===== src/hw/rtl/tfv_pkg.sv =====
// Shared types and constants for the torus field value block.
// No dependencies; used by every module of the block.
package tfv_pkg;

  localparam int COORD_WIDTH_DEF = 16;
  localparam int CFG_DATA_W      = 64;
  localparam int CFG_IDX_W       = 3;
  localparam int ABS_W           = 31;   // |t| after clamp to 2^31-1
  localparam int SQ_W            = 62;   // square of ABS_W bits
  localparam int FIELD_W         = 32;

  localparam logic [CFG_IDX_W-1:0] REG_ROW_X     = 3'd0;
  localparam logic [CFG_IDX_W-1:0] REG_ROW_Y     = 3'd1;
  localparam logic [CFG_IDX_W-1:0] REG_ROW_Z     = 3'd2;
  localparam logic [CFG_IDX_W-1:0] REG_RADIUS    = 3'd3;
  localparam logic [CFG_IDX_W-1:0] REG_THICK_SQ  = 3'd4;
  localparam logic [CFG_IDX_W-1:0] REG_MIN_DIV   = 3'd5;

  localparam logic [63:0] ROW_RESET       = 64'd0;
  localparam logic [15:0] RADIUS_RESET    = 16'd256;
  localparam logic [31:0] THICK_SQ_RESET  = 32'd65536;
  localparam logic [15:0] MIN_DIV_RESET   = 16'd1;

  // squared torus-space coordinates handed from front to back
  typedef struct packed {
    logic [SQ_W-1:0] sq_x;
    logic [SQ_W-1:0] sq_y;
    logic [SQ_W-1:0] sq_z;
  } sq_item_t;

  typedef struct packed {
    logic full;
    logic empty;
  } q_stat_t;

endpackage


===== src/hw/rtl/tfv_queue.sv =====
// Two-entry queue between front and back ends.
// Depends on tfv_pkg.
module tfv_queue (
  input  logic              clk,
  input  logic              rst_n,
  input  logic              push,
  input  tfv_pkg::sq_item_t push_item,
  input  logic              pop,
  output tfv_pkg::sq_item_t pop_item,
  output tfv_pkg::q_stat_t  stat
);

  tfv_pkg::sq_item_t mem_r [2];
  logic       wr_ptr_r, rd_ptr_r;
  logic [1:0] count_r;
  logic       do_pop, do_push;

  assign do_pop  = pop && (count_r != 2'd0);
  assign do_push = push && (count_r != 2'd2);

  always_ff @(posedge clk) begin
    if (!rst_n) begin
      wr_ptr_r <= 1'b0;
      rd_ptr_r <= 1'b0;
      count_r  <= 2'd0;
    end else begin
      if (do_push) wr_ptr_r <= ~wr_ptr_r;
      if (do_pop)  rd_ptr_r <= ~rd_ptr_r;
      count_r <= count_r + {1'b0, do_push} - {1'b0, do_pop};
    end
    if (do_push) mem_r[wr_ptr_r] <= push_item;
  end

  assign pop_item   = mem_r[rd_ptr_r];
  assign stat.full  = (count_r == 2'd2);
  assign stat.empty = (count_r == 2'd0);

endmodule


===== config.mk =====
export PLATFORM = sky130hd
export DESIGN_NAME = tfv_queue
export DESIGN_NICKNAME = d
export VERILOG_FILES = /design/src/hw/rtl/tfv_pkg.sv /design/src/hw/rtl/tfv_queue.sv
export SDC_FILE = /design/constraint.sdc
export NUM_CORES = 1
export LEC_CHECK = 0
export ABC_CLOCK_PERIOD_IN_PS = 11800
export BUFFER_PORTS_ARGS = -buffer_cell sky130_fd_sc_hd__buf_2
export CAP_MARGIN = 20
export CORE_AREA = 2 2 195 149
export CTS_CLUSTER_DIAMETER = 60
export DETAILED_ROUTE_END_ITERATION = 10
export DIE_AREA = 0 0 197 151
export GPL_TIMING_DRIVEN = 0
export PLACE_DENSITY = 0.78
export SETUP_SLACK_MARGIN = 0.5
export SLEW_MARGIN = 20
export SYNTH_ARGS = -nofsm -noshare
export SYNTH_HDL_FRONTEND = slang
export SYNTH_SLANG_ARGS = --single-unit
export TNS_END_PERCENT = 30

===== constraint.sdc =====
create_clock -name clk -period 11.8 [get_ports clk]
set_clock_uncertainty 0.05 [all_clocks]
set_input_delay 0.59 -clock clk [delete_from_list [all_inputs] [get_ports clk]]
set_output_delay 0.59 -clock clk [all_outputs]
set_load 0.03 [all_outputs]

==> metrics.cfg, run 1 <==
[worst_setup_path]
slowest_stage = mux2_4
r2r_start = count_r[0]$_SDFF_PN0_
cpMostUsedCell = buf_6
critical_path_peak_fanout = 10
worstPathArrival_ns = 1.90
slowest_delay_ns = 0.33
critPathLaunchType = register
cp_cell_sequence = buf_6, buf_6, buf_6, mux2_4, buf_2
cp.required_ns = 11.16
end_kind = output port
crit_type = register to output port

[floorplanning]
die_h_microns = 151
start_util_pct = 51.36
pin_count = 378
core_region_area_sq_um = 27720
rows = 53
dieArea_sq_um = 29750
die_w_microns = 197

[sta]
setup_ws_ns = 9.264
period_share_pct = 21.49
fmax_mhz = 394.4
layout_min_cycle_time_ns = 2.536
rsz0062_at_grt = false
hold_viol = 0
fin_hold_ws_ns = 0.2143
setup-violations-final = 0
max_slew_margin_pct = 53.24
tightest_slew_ns = 0.7014
slew_viol_final = 0

[logic_synthesis]
synth-xor-area-share_pct = 0.1230
ys_types = 18
synth_top_area_share_pct = 78.47
syn_area_sq_um = 14240
synth_top_family_by_area = multiplexers
yosys.area_share.simple_pct = 0.4394
synth-async-reset-ratio_pct = 0
ys_seq_elements = 377
ys_seq_area_share_pct = 79.17
synth_fa_ha_area_share_pct = 0.1758
synth_compound_area_share_pct = 0.05273
yosysWarnings = 0
synth_edf_count = 372
synth-main-ff-cell = edfxtp_1
post-synth-top-count-cell = edfxtp_1
synthCells = 606
yosys.area.top_type = edfxtp_1
synth.area.top_cells = edfxtp_1, mux2_4, mux2_2
synthesis.nets = 798
synth.avg_cell_area_sq_um = 23.49
yosys-top-cells-count = edfxtp_1, mux2_4, mux2_2, buf_6
synthMuxAreaShare_pct = 18.47

[route]
num_vias = 7142
routed_wl_microns = 28700
antenna_left = 0
wl_per_cell_microns = 20.23
drc = 0
drt_iter0_drc = 323
drtPass1Iterations = 4
vias_per_cell = 5.033

[placed_design]
dp_hpwl_microns = 20130
gp_congestion = 0.7228
preCtsSetupSlack_ns = 9.252
port_buffers = 377
place_area_sq_um = 16880

[power_and_ir_drop]
p_per_area_nw_per_um2 = 245.3
irDropWorstVdd_uv = 168.0
p_leak_nw = 7.026

[global_route]
grt.total_usage_pct = 18.45
grt_start_max_net_pins = 53
grt_pass1_wl_microns = 41080
grt_pass1_vias = 7288
overflow = 0
antenna_found_initial = 10

[cells_and_area]
final_nets = 1226
fin_util_pct = 64.80
layout-drive-gt1-share_pct = 60.95
final_area_sq_um = 17960
fillerInstances = 1905
area_growth_pct = 26.17
seqCellArea_sq_um = 11270
multi_input_area_sq_um = 2755

[clock_tree]
insertion_delay_ns = 0.50
root_buffer = clkbuf_16
cts_tree = yes
ctsHoldBuffers = 0
htreeDepth = 2
post-cts-setup-buffers = 0
cts.repair.resized = 0
cts_sinks = 377
clockBufferDepth = 3
clkTransAtPathRegs_ns = 0.06
cts_buffers = 37

[worst_hold_path]
hold_class = input pin to register
hp-start = push_item[29]

[status]
status = finished, final reports clean

[job]
drv_cap = 0

[report_power, final]
part / internal [W] / switching, W / total, W
Combinational: 0.000621 / 0.000956 / 0.00158
Sequential: 0.00172 / 0.0000500 / 0.00177
Clock: 0.000603 / 0.000452 / 0.00106
[worst max-delay path, delay by kind of cell (launching register included)]
| kind | cells | cell delay [ns] |
|---|---|---|
| buffers and inverters | 4 | 0.72 |
| multiplexers | 1 | 0.33 |
| flip-flops | 1 | 0.32 |
[registers in the layout, summed over array words and instances (netlist names), named ones only]
register,flops
count_r,2
mem_r,372
rd_ptr_r,1
wr_ptr_r,1
[cell usage in the layout (no fill, tap or decap), types with 2 or more instances in the layout]
cell,synthesis,routed
and2_1,2,2
buf_12,0,4
buf_16,0,8
buf_2,4,381
buf_6,17,17
clkbuf_1,0,11
clkbuf_16,0,37
clkinv_1,0,4
clkinv_2,0,4
dfxtp_1,5,5
diode_2,0,7
edfxtp_1,372,372
ha_1,2,2
inv_1,3,3
mux2_2,46,46
mux2_4,140,140
nand2_1,2,2
nand2b_1,2,2
nor2_1,5,4
[cell type report]
class,instances,share of cell area [%]
Clock buffer,49,5.461
Inverter,3,0.06269
Clock inverter,11,0.4528
Multi-Input combinational cell,205,15.34
Antenna cell,7,0.09752
Timing Repair Buffer,389,12.18
Tap cell,357,2.487
Sequential cell,377,62.75
Buffer,21,1.177
[through the flow]
stage / total power (W) / instances / TNS (ns)
after floorplan: 0.002988 / 606 / 0
after global placement: 0.003405 / 1340 / -343.29
after detailed placement: 0.003392 / 1352 / 0
after CTS: 0.004455 / 1412 / 0
after global routing: 0.004577 / 1415 / 0
final: 0.004405 / 1419 / 0
[routing by layer]
metal / share of wire, % / global-route usage, % / wire length, microns / up-vias
met5: 0.26 / 0 / 76 / -
met4: 2.1 / 6.541 / 616 / 10
met3: 9.0 / 7.036 / 2575 / 56
met2: 50 / 31.27 / 14220 / 286
met1: 39 / 21.72 / 11220 / 3517
li1: - / - / - / 3273
[worst paths after layout]
kind                            depth (start not counted)                 endpoint  slack [ns]
worst max-delay path                                    5            pop_item[141]        9.26
worst min-delay path                                    1   mem_r[0][29]$_DFFE_PP_        0.21
worst max register to register                          8  mem_r[0][138]$_DFFE_PP_        9.41
worst min register to register                          2    rd_ptr_r$_SDFFE_PN0P_        0.48
[cell families (layout without fill, tap and decap cells)]
group / count (synthesis) / count (layout)
flip-flops: 377 / 377
multiplexers: 187 / 187
buffers and inverters: 24 / 473
AND/OR/NAND/NOR: 13 / 13
adder cells (fa/ha/maj): 2 / 2
XOR/XNOR: 2 / 2
AO/OA/AOI/OAI: 1 / 1
other: 0 / 7
Note: power is estimated with default switching activity, not from simulation.
==> run 2, diff against run 1 <==
--- a/config.mk
+++ b/config.mk
@@ -5,15 +5,16 @@
 export SDC_FILE = /design/constraint.sdc
 export NUM_CORES = 1
 export LEC_CHECK = 0
-export ABC_CLOCK_PERIOD_IN_PS = 11800
+export ABC_AREA = 1
+export ABC_CLOCK_PERIOD_IN_PS = 2430
 export BUFFER_PORTS_ARGS = -buffer_cell sky130_fd_sc_hd__buf_2
 export CAP_MARGIN = 20
-export CORE_AREA = 2 2 195 149
+export CORE_AREA = 2 2 193 148
 export CTS_CLUSTER_DIAMETER = 60
 export DETAILED_ROUTE_END_ITERATION = 10
-export DIE_AREA = 0 0 197 151
+export DIE_AREA = 0 0 195 150
 export GPL_TIMING_DRIVEN = 0
-export PLACE_DENSITY = 0.78
+export PLACE_DENSITY = 0.79
 export SETUP_SLACK_MARGIN = 0.5
 export SLEW_MARGIN = 20
 export SYNTH_ARGS = -nofsm -noshare
==> constraint.sdc (replaced) <==
create_clock -name clk -period 2.43 [get_ports clk]
set_clock_uncertainty 0.05 [all_clocks]
set_input_delay 0.1215 -clock clk [delete_from_list [all_inputs] [get_ports clk]]
set_output_delay 0.1215 -clock clk [all_outputs]
set_load 0.03 [all_outputs]
==> metrics.cfg, run 2 <==
[status]
status = finished, final reports clean

[worst_setup_path]
cp_num_buf_inv = 4
slowest_delay_ns = 0.34
critPathLaunchType = register
cpMostUsedCell = buf_12
end_kind = output port
worstPathArrival_ns = 1.84
reg2reg_depth = 9
cp_cell_sequence = buf_12, buf_16, buf_12, mux2_4, buf_4
crit_type = register to output port
slowest_stage = dfxtp_2
cp.depth = 5
cp_top_family = buffers and inverters
critical_path_peak_fanout = 10
cp.required_ns = 2.26

[floorplanning]
dieArea_sq_um = 29250
start_util_pct = 51.91
rows = 53
die_h_microns = 150
core_region_area_sq_um = 27450
die_w_microns = 195
pin_count = 378

[placed_design]
gp_congestion = 0.7303
dp_hpwl_microns = 21080
place_area_sq_um = 16950
port_buffers = 377
dp_cells = 1366

[clock_tree]
htreeDepth = 2
clockBufferDepth = 3
cts_tree = yes
insertion_delay_ns = 0.51
cts_sinks = 377
root_buffer = clkbuf_16
clkTransAtPathRegs_ns = 0.07
cts_buffers = 38

[cells_and_area]
layout-drive-gt1-share_pct = 52.62
area_growth_pct = 45.49
largest_register_ffs = 372
final_nets = 1444
final_area_sq_um = 20730
top_register = mem_r
mostFrequentLayoutCells = edfxtp_1, buf_2, dlygate4sd3_1, mux2_4, mux2_2
top_regs = mem_r: 372 flops, count_r: 2 flops
layout_commonest_cell = edfxtp_1
fin_util_pct = 75.52
instances_no_fill = 1641

[sta]
hold_viol = 0
slew_viol_final = 0
tightest_slew_ns = 0.5457
fmax_mhz = 496.0
rsz0062_at_grt = true
layout_min_cycle_time_ns = 2.016
period_share_pct = 82.97
setup-violations-final = 0
max_slew_margin_pct = 63.42

[logic_synthesis]
ys_types = 12
synth-main-ff-cell = edfxtp_1
ys_seq_elements = 377
synth_edf_count = 372
synth.avg_cell_area_sq_um = 23.10
ys_seq_area_share_pct = 79.09
synth.area.top_cells = edfxtp_1, mux2_4, mux2_2
syn_area_sq_um = 14250
yosysWarnings = 0
yosys-top-cells-count = edfxtp_1, mux2_4, mux2_2, buf_6
post-synth-top-count-cell = edfxtp_1
synthCells = 617
synth_top_area_share_pct = 78.39
yosys.area.top_type = edfxtp_1
synthesis.nets = 809
synth-async-reset-ratio_pct = 0

[route]
vias_per_cell = 5.168
drtPass1Iterations = 5
antenna_left = 0
wl_per_cell_microns = 23.35
drc = 0
drt_iter0_drc = 544
routed_wl_microns = 38320
num_vias = 8481

[global_route]
grt_pass1_vias = 8938
grt_start_max_net_pins = 33
antenna_found_initial = 5
grt_pass1_wl_microns = 52800
grt.total_usage_pct = 24.14
overflow = 0

[worst_hold_path]
hold_class = input pin to register
worstHoldPathCells = 2

[power_and_ir_drop]
p_per_area_nw_per_um2 = 1058
irDropWorstVdd_uv = 796.0
p_leak_nw = 8.179

[job]
drv_cap = 0

-- run 2: through the flow --
stage,hold WS (ns),worst slack (ns),power [W],TNS (ns)
finish,0.2729,0.4138,0.02193,0
global route,0.2652,0.3716,0.02263,0
CTS,0.2597,0.3919,0.02130,0
detailed placement,0.2622,-0.03623,0.01521,-0.7473
global placement,0.2581,-2.983,0.01495,-1078.70
floorplan,0.1649,-1.319,0.01329,-485.11
-- run 2: what timing repair did --
item                                    CTS  global route
hold buffers                            189             0
cloned                                    3             6
endpoints found under the hold margin   377             0
setup buffers                             5             0
pin swaps                                 1             0
gates resized for setup                  70           109
endpoints found under the setup margin  353           298
-- run 2: logic make-up after synthesis --
family | share of synthesized area (%)
AND/OR/NAND/NOR | 0.5531
adder cells (fa/ha/maj) | 0.1756
buffers and inverters | 1.721
multiplexers | 18.39
AO/OA/AOI/OAI | 0.07025
flip-flops | 79.09
-- run 2: area by class of cell --
type                       count  area [sq um]
buffer                        21         370.4
multi-input combinational    210          2751
tap                          357         446.7
fill                        1480          6721
clock buffer                  49          1013
sequential                   377         11270
timing repair buffer         594          4696
clock inverter                18         126.4
antenna                        5         12.51
inverter                       9         37.54
timing repair inverter         1         5.005
-- run 2: path summary, 6_finish.rpt --
path / from / endpoint / slack [ns]
max reg2reg: count_r[0]$_SDFF_PN0_ / mem_r[0][127]$_DFFE_PP_ / 0.56
min: push_item[82] / mem_r[0][82]$_DFFE_PP_ / 0.27
max: register / pop_item[98] / 0.41
min reg2reg: rd_ptr_r$_SDFFE_PN0P_ / rd_ptr_r$_SDFFE_PN0P_ / 0.47
-- run 2: power breakdown --
part           leakage (nW)  switching [W]  internal [W]  total (W)
registers              3.52       0.000283       0.00824    0.00853
clock network         0.565        0.00246       0.00307    0.00553
logic                  4.10        0.00439       0.00348    0.00787
-- run 2: per-layer routing --
metal	vias up	track usage, %	share of wire (%)
met2	419	42.84	52
met5	-	0	0
li1	3740	-	-
met4	0	6.870	2.5
met3	74	6.513	8.6
met1	4248	29.29	37
